--- src/rtl/spa_pkg.sv ---
`default_nettype none

package spa_pkg;

    // Table capacity per polynomial and result limit per finish
    localparam int MAX_TERMS   = 8;
    localparam int MAX_RESULTS = 16;

    localparam int COEF_W = 16;
    localparam int SUM_W  = 17;
    localparam int EXP_W  = 8;
    localparam int FUNC_W = 2;

    // Widths that follow from the capacity
    localparam int CNT_W  = $clog2(MAX_TERMS + 1);
    localparam int IDX_W  = (MAX_TERMS > 1) ? $clog2(MAX_TERMS) : 1;
    localparam int STEP_W = $clog2(2 * MAX_TERMS);
    localparam int RES_W  = $clog2(MAX_RESULTS + 1);

    // Command codes on func
    localparam logic [FUNC_W-1:0] FUNC_LOAD_FIRST  = 2'd0;
    localparam logic [FUNC_W-1:0] FUNC_LOAD_SECOND = 2'd1;
    localparam logic [FUNC_W-1:0] FUNC_FINISH      = 2'd2;

    typedef enum logic [2:0] {
        ST_IDLE,
        ST_PROBE,
        ST_EMIT_MATCH,
        ST_EMIT_FIRST,
        ST_EMIT_SECOND,
        ST_DONE
    } ctrl_state_t;

    typedef enum logic [2:0] {
        CELL_HOLD,
        CELL_PROBE,
        CELL_ROT_FIRST,
        CELL_ROT_SECOND,
        CELL_CLEAR
    } cell_op_t;

    // Entry of the first polynomial, with its match result
    typedef struct packed {
        logic                     valid;
        logic                     match;
        logic signed [COEF_W-1:0] coef;
        logic        [EXP_W-1:0]  exp;
        logic signed [SUM_W-1:0]  sum;
    } first_ent_t;

    // Entry of the second polynomial; also the probe that travels the chain
    typedef struct packed {
        logic                     valid;
        logic                     hit;
        logic signed [COEF_W-1:0] coef;
        logic        [EXP_W-1:0]  exp;
    } sec_ent_t;

    // Controls broadcast from the sequencer to every cell
    typedef struct packed {
        cell_op_t                 op;
        logic                     load_first;
        logic                     load_second;
        logic        [IDX_W-1:0]  load_idx;
        logic signed [COEF_W-1:0] load_coef;
        logic        [EXP_W-1:0]  load_exp;
    } cell_ctl_t;

endpackage

`default_nettype wire

--- src/rtl/sparse_polynomial_adder_top.sv ---
`default_nettype none

// Sparse polynomial adder. A transaction is taken when start is high and busy is
// low. Loads (func 0 first polynomial, func 1 second) give no result and leave busy
// low; a load into a full table of MAX_TERMS entries is dropped and flagged on
// dropped_terms. A finish (func 2) holds busy through a probe phase, in which every
// second-polynomial term travels once through the row of cells and is compared
// against each first-polynomial term, then three passes that rotate the tables past
// the head cell, first matched sums, then unmatched first terms, then unmatched
// second terms, and a closing state that clears the tables. Results come out on
// result_valid for one cycle each, possibly with gaps, at most MAX_RESULTS per
// finish; the final one carries last_term and appears in the cycle after the closing
// state, when busy is already low. The receiver cannot stall: every strobed result
// must be taken on that cycle. Func code 3 is ignored.

module sparse_polynomial_adder_top (
    input  wire logic                              clk,
    input  wire logic                              rst_n,
    input  wire logic                              start,
    output logic                                   busy,
    input  wire logic        [spa_pkg::FUNC_W-1:0] func,
    input  wire logic signed [spa_pkg::COEF_W-1:0] coefficient,
    input  wire logic        [spa_pkg::EXP_W-1:0]  exponent,
    output logic                                   result_valid,
    output logic signed      [spa_pkg::SUM_W-1:0]  sum_coefficient,
    output logic             [spa_pkg::EXP_W-1:0]  sum_exponent,
    output logic                                   last_term,
    output logic                                   empty_sum,
    output logic                                   dropped_terms
);
    import spa_pkg::*;

    cell_ctl_t  ctl;
    first_ent_t first_q   [MAX_TERMS];
    sec_ent_t   second_q  [MAX_TERMS];
    sec_ent_t   probe_q   [MAX_TERMS];
    first_ent_t first_in  [MAX_TERMS];
    sec_ent_t   second_in [MAX_TERMS];
    sec_ent_t   probe_in  [MAX_TERMS];
    logic       wr_first  [MAX_TERMS];
    logic       wr_second [MAX_TERMS];

    spa_ctrl u_ctrl (
        .clk             (clk),
        .rst_n           (rst_n),
        .start           (start),
        .busy            (busy),
        .func            (func),
        .coefficient     (coefficient),
        .exponent        (exponent),
        .first_head      (first_q[0]),
        .second_head     (second_q[0]),
        .ctl             (ctl),
        .result_valid    (result_valid),
        .sum_coefficient (sum_coefficient),
        .sum_exponent    (sum_exponent),
        .last_term       (last_term),
        .empty_sum       (empty_sum),
        .dropped_terms   (dropped_terms)
    );

    for (genvar i = 0; i < MAX_TERMS; i++)
    begin : g_cell
        localparam int NXT = (i + 1) % MAX_TERMS;

        // Decode the table slot written by a load
        assign wr_first[i]  = ctl.load_first  && (ctl.load_idx == IDX_W'(i));
        assign wr_second[i] = ctl.load_second && (ctl.load_idx == IDX_W'(i));

        // First table rotates toward the head
        assign first_in[i] = first_q[NXT];

        // Second table shifts toward the head; its tail closes the probe ring
        if (i == MAX_TERMS - 1)
        begin : g_tail
            assign second_in[i] = (ctl.op == CELL_PROBE) ? probe_q[i] : second_q[0];
        end
        else
        begin : g_body
            assign second_in[i] = second_q[i + 1];
        end

        // Probes enter at the head from the second table and move down the row
        if (i == 0)
        begin : g_head
            assign probe_in[i] = second_q[0];
        end
        else
        begin : g_rest
            assign probe_in[i] = probe_q[i - 1];
        end

        spa_cell u_cell (
            .clk        (clk),
            .rst_n      (rst_n),
            .ctl        (ctl),
            .wr_first   (wr_first[i]),
            .wr_second  (wr_second[i]),
            .first_in   (first_in[i]),
            .second_in  (second_in[i]),
            .probe_in   (probe_in[i]),
            .first_out  (first_q[i]),
            .second_out (second_q[i]),
            .probe_out  (probe_q[i])
        );
    end

endmodule

`default_nettype wire

--- src/rtl/spa_cell.sv ---
`default_nettype none

module spa_cell (
    input  wire logic                clk,
    input  wire logic                rst_n,
    input  wire spa_pkg::cell_ctl_t  ctl,
    input  wire logic                wr_first,
    input  wire logic                wr_second,
    input  wire spa_pkg::first_ent_t first_in,
    input  wire spa_pkg::sec_ent_t   second_in,
    input  wire spa_pkg::sec_ent_t   probe_in,
    output spa_pkg::first_ent_t      first_out,
    output spa_pkg::sec_ent_t        second_out,
    output spa_pkg::sec_ent_t        probe_out
);
    import spa_pkg::*;

    first_ent_t first_reg, first_next;
    sec_ent_t   second_reg, second_next;
    sec_ent_t   probe_reg, probe_next;
    logic       exp_eq;

    // Compare the passing probe against the local first-polynomial term
    assign exp_eq = probe_reg.valid && first_reg.valid && (probe_reg.exp == first_reg.exp);

    always_comb
    begin
        probe_out     = probe_reg;
        probe_out.hit = probe_reg.hit | exp_eq;
    end

    assign first_out  = first_reg;
    assign second_out = second_reg;

    // Update the cell contents for the broadcast operation
    always_comb
    begin
        first_next  = first_reg;
        second_next = second_reg;
        probe_next  = probe_reg;
        unique case (ctl.op)
            CELL_HOLD:
            begin
                if (wr_first)
                begin
                    first_next.valid = 1'b1;
                    first_next.match = 1'b0;
                    first_next.coef  = ctl.load_coef;
                    first_next.exp   = ctl.load_exp;
                    first_next.sum   = '0;
                end
                if (wr_second)
                begin
                    second_next.valid = 1'b1;
                    second_next.hit   = 1'b0;
                    second_next.coef  = ctl.load_coef;
                    second_next.exp   = ctl.load_exp;
                end
            end
            CELL_PROBE:
            begin
                // advance the probe ring and latch the first match only
                probe_next  = probe_in;
                second_next = second_in;
                if (exp_eq && !first_reg.match)
                begin
                    first_next.match = 1'b1;
                    first_next.sum   = {first_reg.coef[COEF_W-1], first_reg.coef}
                                     + {probe_reg.coef[COEF_W-1], probe_reg.coef};
                end
            end
            CELL_ROT_FIRST:
            begin
                first_next = first_in;
            end
            CELL_ROT_SECOND:
            begin
                second_next = second_in;
            end
            CELL_CLEAR:
            begin
                first_next.valid  = 1'b0;
                first_next.match  = 1'b0;
                second_next.valid = 1'b0;
                second_next.hit   = 1'b0;
                probe_next.valid  = 1'b0;
                probe_next.hit    = 1'b0;
            end
            default:
            begin
                first_next = first_reg;
            end
        endcase
    end

    always_ff @(posedge clk or negedge rst_n)
    begin
        if (!rst_n)
        begin
            first_reg  <= '0;
            second_reg <= '0;
            probe_reg  <= '0;
        end
        else
        begin
            first_reg  <= first_next;
            second_reg <= second_next;
            probe_reg  <= probe_next;
        end
    end

endmodule

`default_nettype wire

--- src/rtl/spa_ctrl.sv ---
`default_nettype none

module spa_ctrl (
    input  wire logic                           clk,
    input  wire logic                           rst_n,
    input  wire logic                           start,
    output logic                                busy,
    input  wire logic        [spa_pkg::FUNC_W-1:0] func,
    input  wire logic signed [spa_pkg::COEF_W-1:0] coefficient,
    input  wire logic        [spa_pkg::EXP_W-1:0]  exponent,
    input  wire spa_pkg::first_ent_t            first_head,
    input  wire spa_pkg::sec_ent_t              second_head,
    output spa_pkg::cell_ctl_t                  ctl,
    output logic                                result_valid,
    output logic signed [spa_pkg::SUM_W-1:0]    sum_coefficient,
    output logic        [spa_pkg::EXP_W-1:0]    sum_exponent,
    output logic                                last_term,
    output logic                                empty_sum,
    output logic                                dropped_terms
);
    import spa_pkg::*;

    localparam logic [STEP_W-1:0] LAST_PROBE = STEP_W'(2 * MAX_TERMS - 1);
    localparam logic [STEP_W-1:0] LAST_EMIT  = STEP_W'(MAX_TERMS - 1);
    localparam logic [CNT_W-1:0]  FULL_CNT   = CNT_W'(MAX_TERMS);
    localparam logic [RES_W-1:0]  RES_LIMIT  = RES_W'(MAX_RESULTS);

    ctrl_state_t              state_reg, state_next;
    logic [STEP_W-1:0]        step_reg, step_next;
    logic [CNT_W-1:0]         first_cnt_reg, first_cnt_next;
    logic [CNT_W-1:0]         second_cnt_reg, second_cnt_next;
    logic                     overflow_reg, overflow_next;
    logic [RES_W-1:0]         res_cnt_reg, res_cnt_next;
    logic                     pend_valid_reg, pend_valid_next;
    logic signed [SUM_W-1:0]  pend_coef_reg, pend_coef_next;
    logic [EXP_W-1:0]         pend_exp_reg, pend_exp_next;
    logic                     out_valid_reg, out_valid_next;
    logic signed [SUM_W-1:0]  out_coef_reg, out_coef_next;
    logic [EXP_W-1:0]         out_exp_reg, out_exp_next;
    logic                     out_last_reg, out_last_next;
    logic                     out_empty_reg, out_empty_next;
    logic                     out_drop_reg, out_drop_next;

    logic                     cand;
    logic signed [SUM_W-1:0]  cand_coef;
    logic [EXP_W-1:0]         cand_exp;
    logic                     step_wrap;

    assign busy = (state_reg != ST_IDLE);

    assign step_wrap = (state_reg == ST_PROBE) ? (step_reg == LAST_PROBE)
                                               : (step_reg == LAST_EMIT);

    // Next state of the finish sequence
    always_comb
    begin
        state_next = state_reg;
        unique case (state_reg)
            ST_IDLE:
            begin
                if (start && func == FUNC_FINISH)
                    state_next = ST_PROBE;
            end
            ST_PROBE:
            begin
                if (step_wrap)
                    state_next = ST_EMIT_MATCH;
            end
            ST_EMIT_MATCH:
            begin
                if (step_wrap)
                    state_next = ST_EMIT_FIRST;
            end
            ST_EMIT_FIRST:
            begin
                if (step_wrap)
                    state_next = ST_EMIT_SECOND;
            end
            ST_EMIT_SECOND:
            begin
                if (step_wrap)
                    state_next = ST_DONE;
            end
            ST_DONE:
            begin
                state_next = ST_IDLE;
            end
            default:
            begin
                state_next = ST_IDLE;
            end
        endcase
    end

    // Pick the candidate result from the head cell of the chain
    always_comb
    begin
        cand      = 1'b0;
        cand_coef = first_head.sum;
        cand_exp  = first_head.exp;
        unique case (state_reg)
            ST_EMIT_MATCH:
            begin
                cand = first_head.valid && first_head.match;
            end
            ST_EMIT_FIRST:
            begin
                cand      = first_head.valid && !first_head.match;
                cand_coef = {first_head.coef[COEF_W-1], first_head.coef};
            end
            ST_EMIT_SECOND:
            begin
                cand      = second_head.valid && !second_head.hit;
                cand_coef = {second_head.coef[COEF_W-1], second_head.coef};
                cand_exp  = second_head.exp;
            end
            ST_IDLE, ST_PROBE, ST_DONE:
            begin
                cand = 1'b0;
            end
            default:
            begin
                cand = 1'b0;
            end
        endcase
    end

    // Outputs: cell controls, table counts, pending and emitted results
    always_comb
    begin
        ctl.op          = CELL_HOLD;
        ctl.load_first  = 1'b0;
        ctl.load_second = 1'b0;
        ctl.load_idx    = '0;
        ctl.load_coef   = coefficient;
        ctl.load_exp    = exponent;

        step_next       = '0;
        first_cnt_next  = first_cnt_reg;
        second_cnt_next = second_cnt_reg;
        overflow_next   = overflow_reg;
        res_cnt_next    = res_cnt_reg;
        pend_valid_next = pend_valid_reg;
        pend_coef_next  = pend_coef_reg;
        pend_exp_next   = pend_exp_reg;

        out_valid_next  = 1'b0;
        out_coef_next   = pend_coef_reg;
        out_exp_next    = pend_exp_reg;
        out_last_next   = 1'b0;
        out_empty_next  = 1'b0;
        out_drop_next   = overflow_reg;

        unique case (state_reg)
            ST_IDLE:
            begin
                if (start && func == FUNC_LOAD_FIRST)
                begin
                    if (first_cnt_reg < FULL_CNT)
                    begin
                        ctl.load_first = 1'b1;
                        ctl.load_idx   = first_cnt_reg[IDX_W-1:0];
                        first_cnt_next = first_cnt_reg + 1'b1;
                    end
                    else
                        overflow_next = 1'b1;
                end
                else if (start && func == FUNC_LOAD_SECOND)
                begin
                    if (second_cnt_reg < FULL_CNT)
                    begin
                        ctl.load_second = 1'b1;
                        ctl.load_idx    = second_cnt_reg[IDX_W-1:0];
                        second_cnt_next = second_cnt_reg + 1'b1;
                    end
                    else
                        overflow_next = 1'b1;
                end
            end
            ST_PROBE:
            begin
                ctl.op    = CELL_PROBE;
                step_next = step_wrap ? '0 : step_reg + 1'b1;
            end
            ST_EMIT_MATCH, ST_EMIT_FIRST, ST_EMIT_SECOND:
            begin
                ctl.op    = (state_reg == ST_EMIT_SECOND) ? CELL_ROT_SECOND : CELL_ROT_FIRST;
                step_next = step_wrap ? '0 : step_reg + 1'b1;
                // hold one result back so the final one can carry last_term
                if (cand && res_cnt_reg < RES_LIMIT)
                begin
                    out_valid_next  = pend_valid_reg;
                    pend_valid_next = 1'b1;
                    pend_coef_next  = cand_coef;
                    pend_exp_next   = cand_exp;
                    res_cnt_next    = res_cnt_reg + 1'b1;
                end
            end
            ST_DONE:
            begin
                ctl.op          = CELL_CLEAR;
                out_valid_next  = 1'b1;
                out_last_next   = 1'b1;
                if (!pend_valid_reg)
                begin
                    out_coef_next  = '0;
                    out_exp_next   = '0;
                    out_empty_next = 1'b1;
                end
                first_cnt_next  = '0;
                second_cnt_next = '0;
                overflow_next   = 1'b0;
                res_cnt_next    = '0;
                pend_valid_next = 1'b0;
            end
            default:
            begin
                ctl.op = CELL_HOLD;
            end
        endcase
    end

    always_ff @(posedge clk or negedge rst_n)
    begin
        if (!rst_n)
        begin
            state_reg      <= ST_IDLE;
            step_reg       <= '0;
            first_cnt_reg  <= '0;
            second_cnt_reg <= '0;
            overflow_reg   <= 1'b0;
            res_cnt_reg    <= '0;
            pend_valid_reg <= 1'b0;
            out_valid_reg  <= 1'b0;
        end
        else
        begin
            state_reg      <= state_next;
            step_reg       <= step_next;
            first_cnt_reg  <= first_cnt_next;
            second_cnt_reg <= second_cnt_next;
            overflow_reg   <= overflow_next;
            res_cnt_reg    <= res_cnt_next;
            pend_valid_reg <= pend_valid_next;
            out_valid_reg  <= out_valid_next;
        end
    end

    // Result payload needs no reset
    always_ff @(posedge clk)
    begin
        pend_coef_reg <= pend_coef_next;
        pend_exp_reg  <= pend_exp_next;
        out_coef_reg  <= out_coef_next;
        out_exp_reg   <= out_exp_next;
        out_last_reg  <= out_last_next;
        out_empty_reg <= out_empty_next;
        out_drop_reg  <= out_drop_next;
    end

    assign result_valid    = out_valid_reg;
    assign sum_coefficient = out_coef_reg;
    assign sum_exponent    = out_exp_reg;
    assign last_term       = out_last_reg;
    assign empty_sum       = out_empty_reg;
    assign dropped_terms   = out_drop_reg;

endmodule

`default_nettype wire

--- config.mk ---
export PLATFORM = sky130hd
export DESIGN_NAME = sparse_polynomial_adder_top
export DESIGN_NICKNAME = d
export VERILOG_FILES = /design/src/rtl/spa_pkg.sv /design/src/rtl/sparse_polynomial_adder_top.sv /design/src/rtl/spa_cell.sv /design/src/rtl/spa_ctrl.sv
export SDC_FILE = /design/constraint.sdc
export NUM_CORES = 2
export LEC_CHECK = 0
export BUFFER_PORTS_ARGS = -buffer_cell sky130_fd_sc_hd__clkbuf_2
export CAP_MARGIN = 10
export CORE_MARGIN = 4
export CORE_UTILIZATION = 26
export DETAILED_ROUTE_END_ITERATION = 6
export PLACE_DENSITY = 0.42
export SLEW_MARGIN = 40
export SYNTH_ARGS = -nofsm -noshare
export SYNTH_HDL_FRONTEND = slang
export SYNTH_HIERARCHICAL = 1
export SYNTH_SLANG_ARGS = --single-unit
--- constraint.sdc ---
create_clock -name clk -period 3.3 [get_ports clk]
set_clock_uncertainty 0.1 [all_clocks]
set_input_delay 0.66 -clock clk [delete_from_list [all_inputs] [get_ports clk]]
set_output_delay 0.66 -clock clk [all_outputs]
set_load 0.01 [all_outputs]
Word level (Yosys, flattened, before mapping)
Index checks and enable logic that the tools add are counted.
Word-level totals
  memory bits (read-only): 0
  flip-flop bits (word level): 836
  input bits: 29
  logic and storage cells: 470
  memory bits (writable): 0
  bits in latches: 0
  output and inout port bits: 30
  memories: 0
Cells by class
  multipliers: 0
  shift operators: 0
  reductions and logical operators: 127
  mux-type cells: 135
  div/mod/pow operators: 0
  $add $sub $neg: 12
  eq/ne operators: 66
  magnitude comparators: 3
  bitwise logic cells: 8
Operators with widths (count)
  one-hot mux 24 bit (2 select lines): 16
  one-hot mux 17 bit (3 select lines): 8
  2-to-1 mux 43 bit: 8
  2-to-1 mux 26 bit: 9
  2-to-1 mux 17 bit: 10
  adder 16 x 16 -> 17 bit: 8
  != test 2 x 1 -> 1 bit, second input constant: 34
  AND reduction 2 bit: 34
  equality test 8 bit: 8
  AND reduction 3 bit: 17
  one-hot mux 2 bit (3 select lines): 8
  logical AND 1 bit: 47
  2-to-1 mux 4 bit: 9
  one-hot mux 17 bit (2 select lines): 1
  one-hot mux 1 bit (4 select lines): 8
  one-hot mux 2 bit (2 select lines): 8
  one-hot mux 1 bit (3 select lines): 9
  2-to-1 mux 8 bit: 3
  equality test 3 bit, second input constant: 7
  2-to-1 mux 1 bit: 21
  2-to-1 mux 3 bit: 7
  equality test 3 x 2 -> 1 bit, second input constant: 6
  one-hot mux 4 bit (2 select lines): 2
  one-hot mux 3 bit (5 select lines): 1
  29 further kinds: 62

Depth between registers and ports, before layout
  depth in word-level cells: 9
  depth in mapped cells: 14
  gate-level depth less buffers: 10

Modules after synthesis
The synthesis kept the hierarchy.
By module, submodules not included
  spa_cell at g_cell[4].u_cell ...: seq. area each 2377.3 sq um, area each 5166.2 sq um, cells an instance 587, times used 4
  spa_cell at g_cell[0].u_cell ...: seq. area each 2377.3 sq um, area each 5034.8 sq um, cells an instance 574, times used 4
  spa_ctrl: seq. area each 1886.8 sq um, area each 3298.2 sq um, cells an instance 297, times used 1
  sparse_polynomial_adder_top: seq. area each 0.0 sq um, area each 435.4 sq um, cells an instance 52, times used 1

Least setup slack after synthesis
No wires, ideal clock.
  path type: reg2reg
  start: register u_ctrl.state_reg[0]
  end: register g_cell[7].u_cell.second_reg, in the netlist g_cell[7].u_cell/second_out[24]
  data arrival time: 2.917 ns
  period minus slack after synthesis: 3.153 ns
  path buffers: 2
  data required time: 3.064 ns
  path slack: 0.147 ns
  cell stages (with the launch flop): 10
  library setup time: 0.136 ns
  cell sequence: dfrtp_1 -> buf_2 -> xnor2_1 -> nor2_1 -> nor3b_4 -> buf_6 -> mux2_2 -> mux2_2 -> nand2_1 -> o21ai_0
RTL lines
  start: declaration: RTL line spa_ctrl.sv:28  | ctrl_state_t state_reg, state_next;
  start signal: assignment: RTL line spa_ctrl.sv:238  | state_reg <= state_next;
  end signal: assignment: RTL line spa_cell.sv:107  | second_reg <= second_next;
  end: declaration: RTL line spa_cell.sv:19  | sec_ent_t second_reg, second_next;

==> qor.yml <==
post-synth-top-count-cell: "nand2_1"
syn_inst: 4993
critPathMaxStageDelay_ns: 0.45
grt_max_degree: 126
drtIter0Drc: 3387
h-tree-depth: 3
slowest_stage: "dfrtp_1"
hold_viol_final: 0
insertion_delay_ns: 0.74
num-fill-cells: 17900
crit_fanout: 22
drtPass1Iterations: 5
synth-simple-area-share: 0.183
clk_pin_slew_ns: 0.06
ctsLongestPathBuffers: 3
synthAdderAreaFrac: 0.0407
numCtsBuffers: 100
row_count: 151
syn_nets: 5162
ys_seq_elements: 836
tns_ns: 0
grt_pass1_vias: 36400
total_power_mw: 33.8
synthToLayoutAreaGrowth_pct: 14.3
gp_congestion: 0.900
wire_per_inst_um: 26.1
synth_area_leaders: "dfrtp_1, nand2_1, o22ai_1"
io_pins: 59
max_cap_viol_count: 0
synthMuxAreaShare: 0.0170
endpoint_kind: "flop"
root_buffer: "clkbuf_16"
fmax_ghz: 0.328
numPortBuffers: 58
syn_area_sq_um: 44500
path_delay_family: "simple AND/OR/NAND/NOR gates"
rr_startpoint: "u_ctrl/state_reg[1]"
avgSynthCellArea_sq_um: 8.92
seq_area_frac_synth: 0.469
r2r_end: "g_cell[6].u_cell/first_out[0]"
status: "complete, no violations"
fp.dieArea_sq_um: 178000
yosysWarnings: 6
synth_top_family_by_area: "compound AO/OA/AOI/OAI gates"
async_flop_share: 0.937
post_cts_buffers: 0
finalSetupViolCount: 0
grt-ovfl-total: 0
design_area_sq_um: 50900
die_w_um: 422
maxSlewViolCount: 0
synth.top_cells.by_count: "nand2_1, dfrtp_1, nor2_1"
path_buf_inv: 2
use_met1: 0.287
fin_util: 0.300
ys_types: 76
antenna_found_initial: 19
leakagePower_nw: 23.3
use_met3: 0.0294
synth_edf_count: 25
grt_pass1_wl_um: 271000
clkSinkCount: 836
reg2regPathDepth: 10
gr-usage-all-layers: 0.207
crit_path_start_kind: "flop"
arrival_ns: 3.54
vdd_drop_max_uv: 443
synth-main-ff-cell: "dfrtp_1"
r2r_slack_ns: 0.25
drc: 0
initial_core_util: 0.262
relSlewSlack: 0.428
synth.top_cell.area_share: 0.440
cp_data_required_time_ns: 3.79
drive_above_1_share: 0.129
nets: 5097
dpl_cell_area_sq_um: 47300
pwr_density_cell_nw_per_um2: 664
worstMarginPinSlew_ns: 0.858
synth_compound_area_frac: 0.191
drtAntennaViolNets: 0
rsz0062_at_grt: "no"
yosys.area_share.xor_xnor: 0.0262
fp.dieH_um: 422
post-route-min-period_ns: 3.05
viasPerCell: 5.15
largest_register_ffs: 344
hold_class: "input port to async pin"
vias: 37300
critPathMostFrequentCell: "nand2b_1"
hpwl_um: 141000
synth_top_area_cell: "dfrtp_1"
coreArea_sq_um: 170000
cts_tree: "yes"
busiest_layer: "met2"
grt_use_met2: 0.325
crit_type: "flop to flop"
wl_um: 189000
path_cells: "buf_4 -> nand2b_1 -> nand2_4 -> buf_12 -> nor3b_4 -> nand2b_1 -> nor4_4 -> nor2_2 -> a221oi_1 -> nor2_1"
min_period_over_period: 0.923
-- cell usage in the layout (no fill, tap or decap), types with 18 or more instances in the layout --
master	netlist	final
clkbuf_2	0	50
ha_1	132	132
and2_1	20	18
a211oi_1	29	29
buf_12	0	42
mux2_2	52	52
o22ai_1	332	332
a21oi_1	131	131
xnor2_1	69	69
nand3_1	42	42
a22oi_1	116	116
clkbuf_16	0	102
o21ai_0	341	341
nand2_1	1092	1091
dfxtp_1	28	28
dfrtp_1	783	782
clkbuf_1	176	20
clkbuf_8	0	25
a221oi_1	40	40
nor2_1	548	547
a22o_1	30	30
nor3_1	38	34
buf_4	245	219
a31oi_1	40	40
a21o_1	42	42
nand4_1	39	39
o21a_1	20	20
inv_1	76	76
xor2_1	64	64
edfxtp_1	25	25
nor2b_1	39	39
-- timing repair --
item / 4_1_cts / 5_1_grt
hold endpoints to repair: 10 / 0
hold buffers: 1 / 0
endpoints found under the setup margin: 0 / 3
resized for setup: 0 / 1
-- kinds of logic (layout without fill, tap and decap cells) --
logic type / count (synthesis) / after routing
XOR/XNOR: 133 / 133
adder cells (fa/ha/maj): 140 / 140
AND/OR/NAND/NOR: 1936 / 1936
flip-flops: 836 / 836
multiplexers: 69 / 69
AO/OA/AOI/OAI: 1306 / 1306
buffers and inverters: 573 / 594
other: 0 / 4
-- metrics by stage --
stage	setup slack [ns]	instances	hold slack, ns
2_1_floorplan	0.147	4993	0.248
3_3_place_gp	0.132	7042	0.342
3_5_place_dp	0.108	7042	0.339
4_1_cts	0.203	7231	0.271
5_1_grt	0.0176	7234	0.323
6_report	0.254	7236	0.322
-- worst max-delay path by stage --
stage                              from                               to  slack (ns)  cells after the start
floorplan           u_ctrl/state_reg[0]  g_cell[7].u_cell/second_out[24]        0.15                      9
global placement                func[0]   g_cell[6].u_cell/first_out[41]        0.13                     13
detailed placement              func[0]   g_cell[3].u_cell/first_out[41]        0.11                     15
global route        u_ctrl/state_reg[1]    g_cell[6].u_cell/first_out[0]        0.02                     10
finish              u_ctrl/state_reg[1]    g_cell[6].u_cell/first_out[0]        0.25                     10
CTS                 u_ctrl/state_reg[0]    g_cell[6].u_cell/first_out[0]        0.20                     10
-- routing by layer --
layer  routed length (um)  share of wire
met1                85900           0.45
met2                84700           0.45
met3                 9870          0.052
met4                 8400          0.044
met5                   10       0.000053
-- power by group --
group | total [mW] | switching, mW | leakage (nW) | internal [mW]
Sequential | 15.5 | 3.14 | 10.4 | 12.4
Clock | 11.9 | 4.84 | 1.73 | 7.05
Combinational | 6.40 | 3.80 | 11.1 | 2.60
-- final cells by class --
cell class | instances | area, sq um | share of cell area
Clock buffer | 147 | 2970 | 0.0584
Clock inverter | 41 | 554 | 0.0109
Antenna cell | 4 | 10.0 | 0.000197
Timing Repair Buffer | 321 | 2840 | 0.0558
Inverter | 85 | 322 | 0.00632
Tap cell | 2218 | 2780 | 0.0545
Multi-Input combinational cell | 3584 | 20500 | 0.403
Sequential cell | 836 | 20900 | 0.411
-- worst reg2reg max path: stages, from the launching register on --
cell and delay, ns:
dfrtp_1 0.45, buf_4 0.20, nand2b_1 0.13, nand2_4 0.21, buf_12 0.26, nor3b_4 0.43
nand2b_1 0.17, nor4_4 0.34, nor2_2 0.21, a221oi_1 0.34, nor2_1 0.07
No activity file was read; power rests on OpenSTA's default activity.
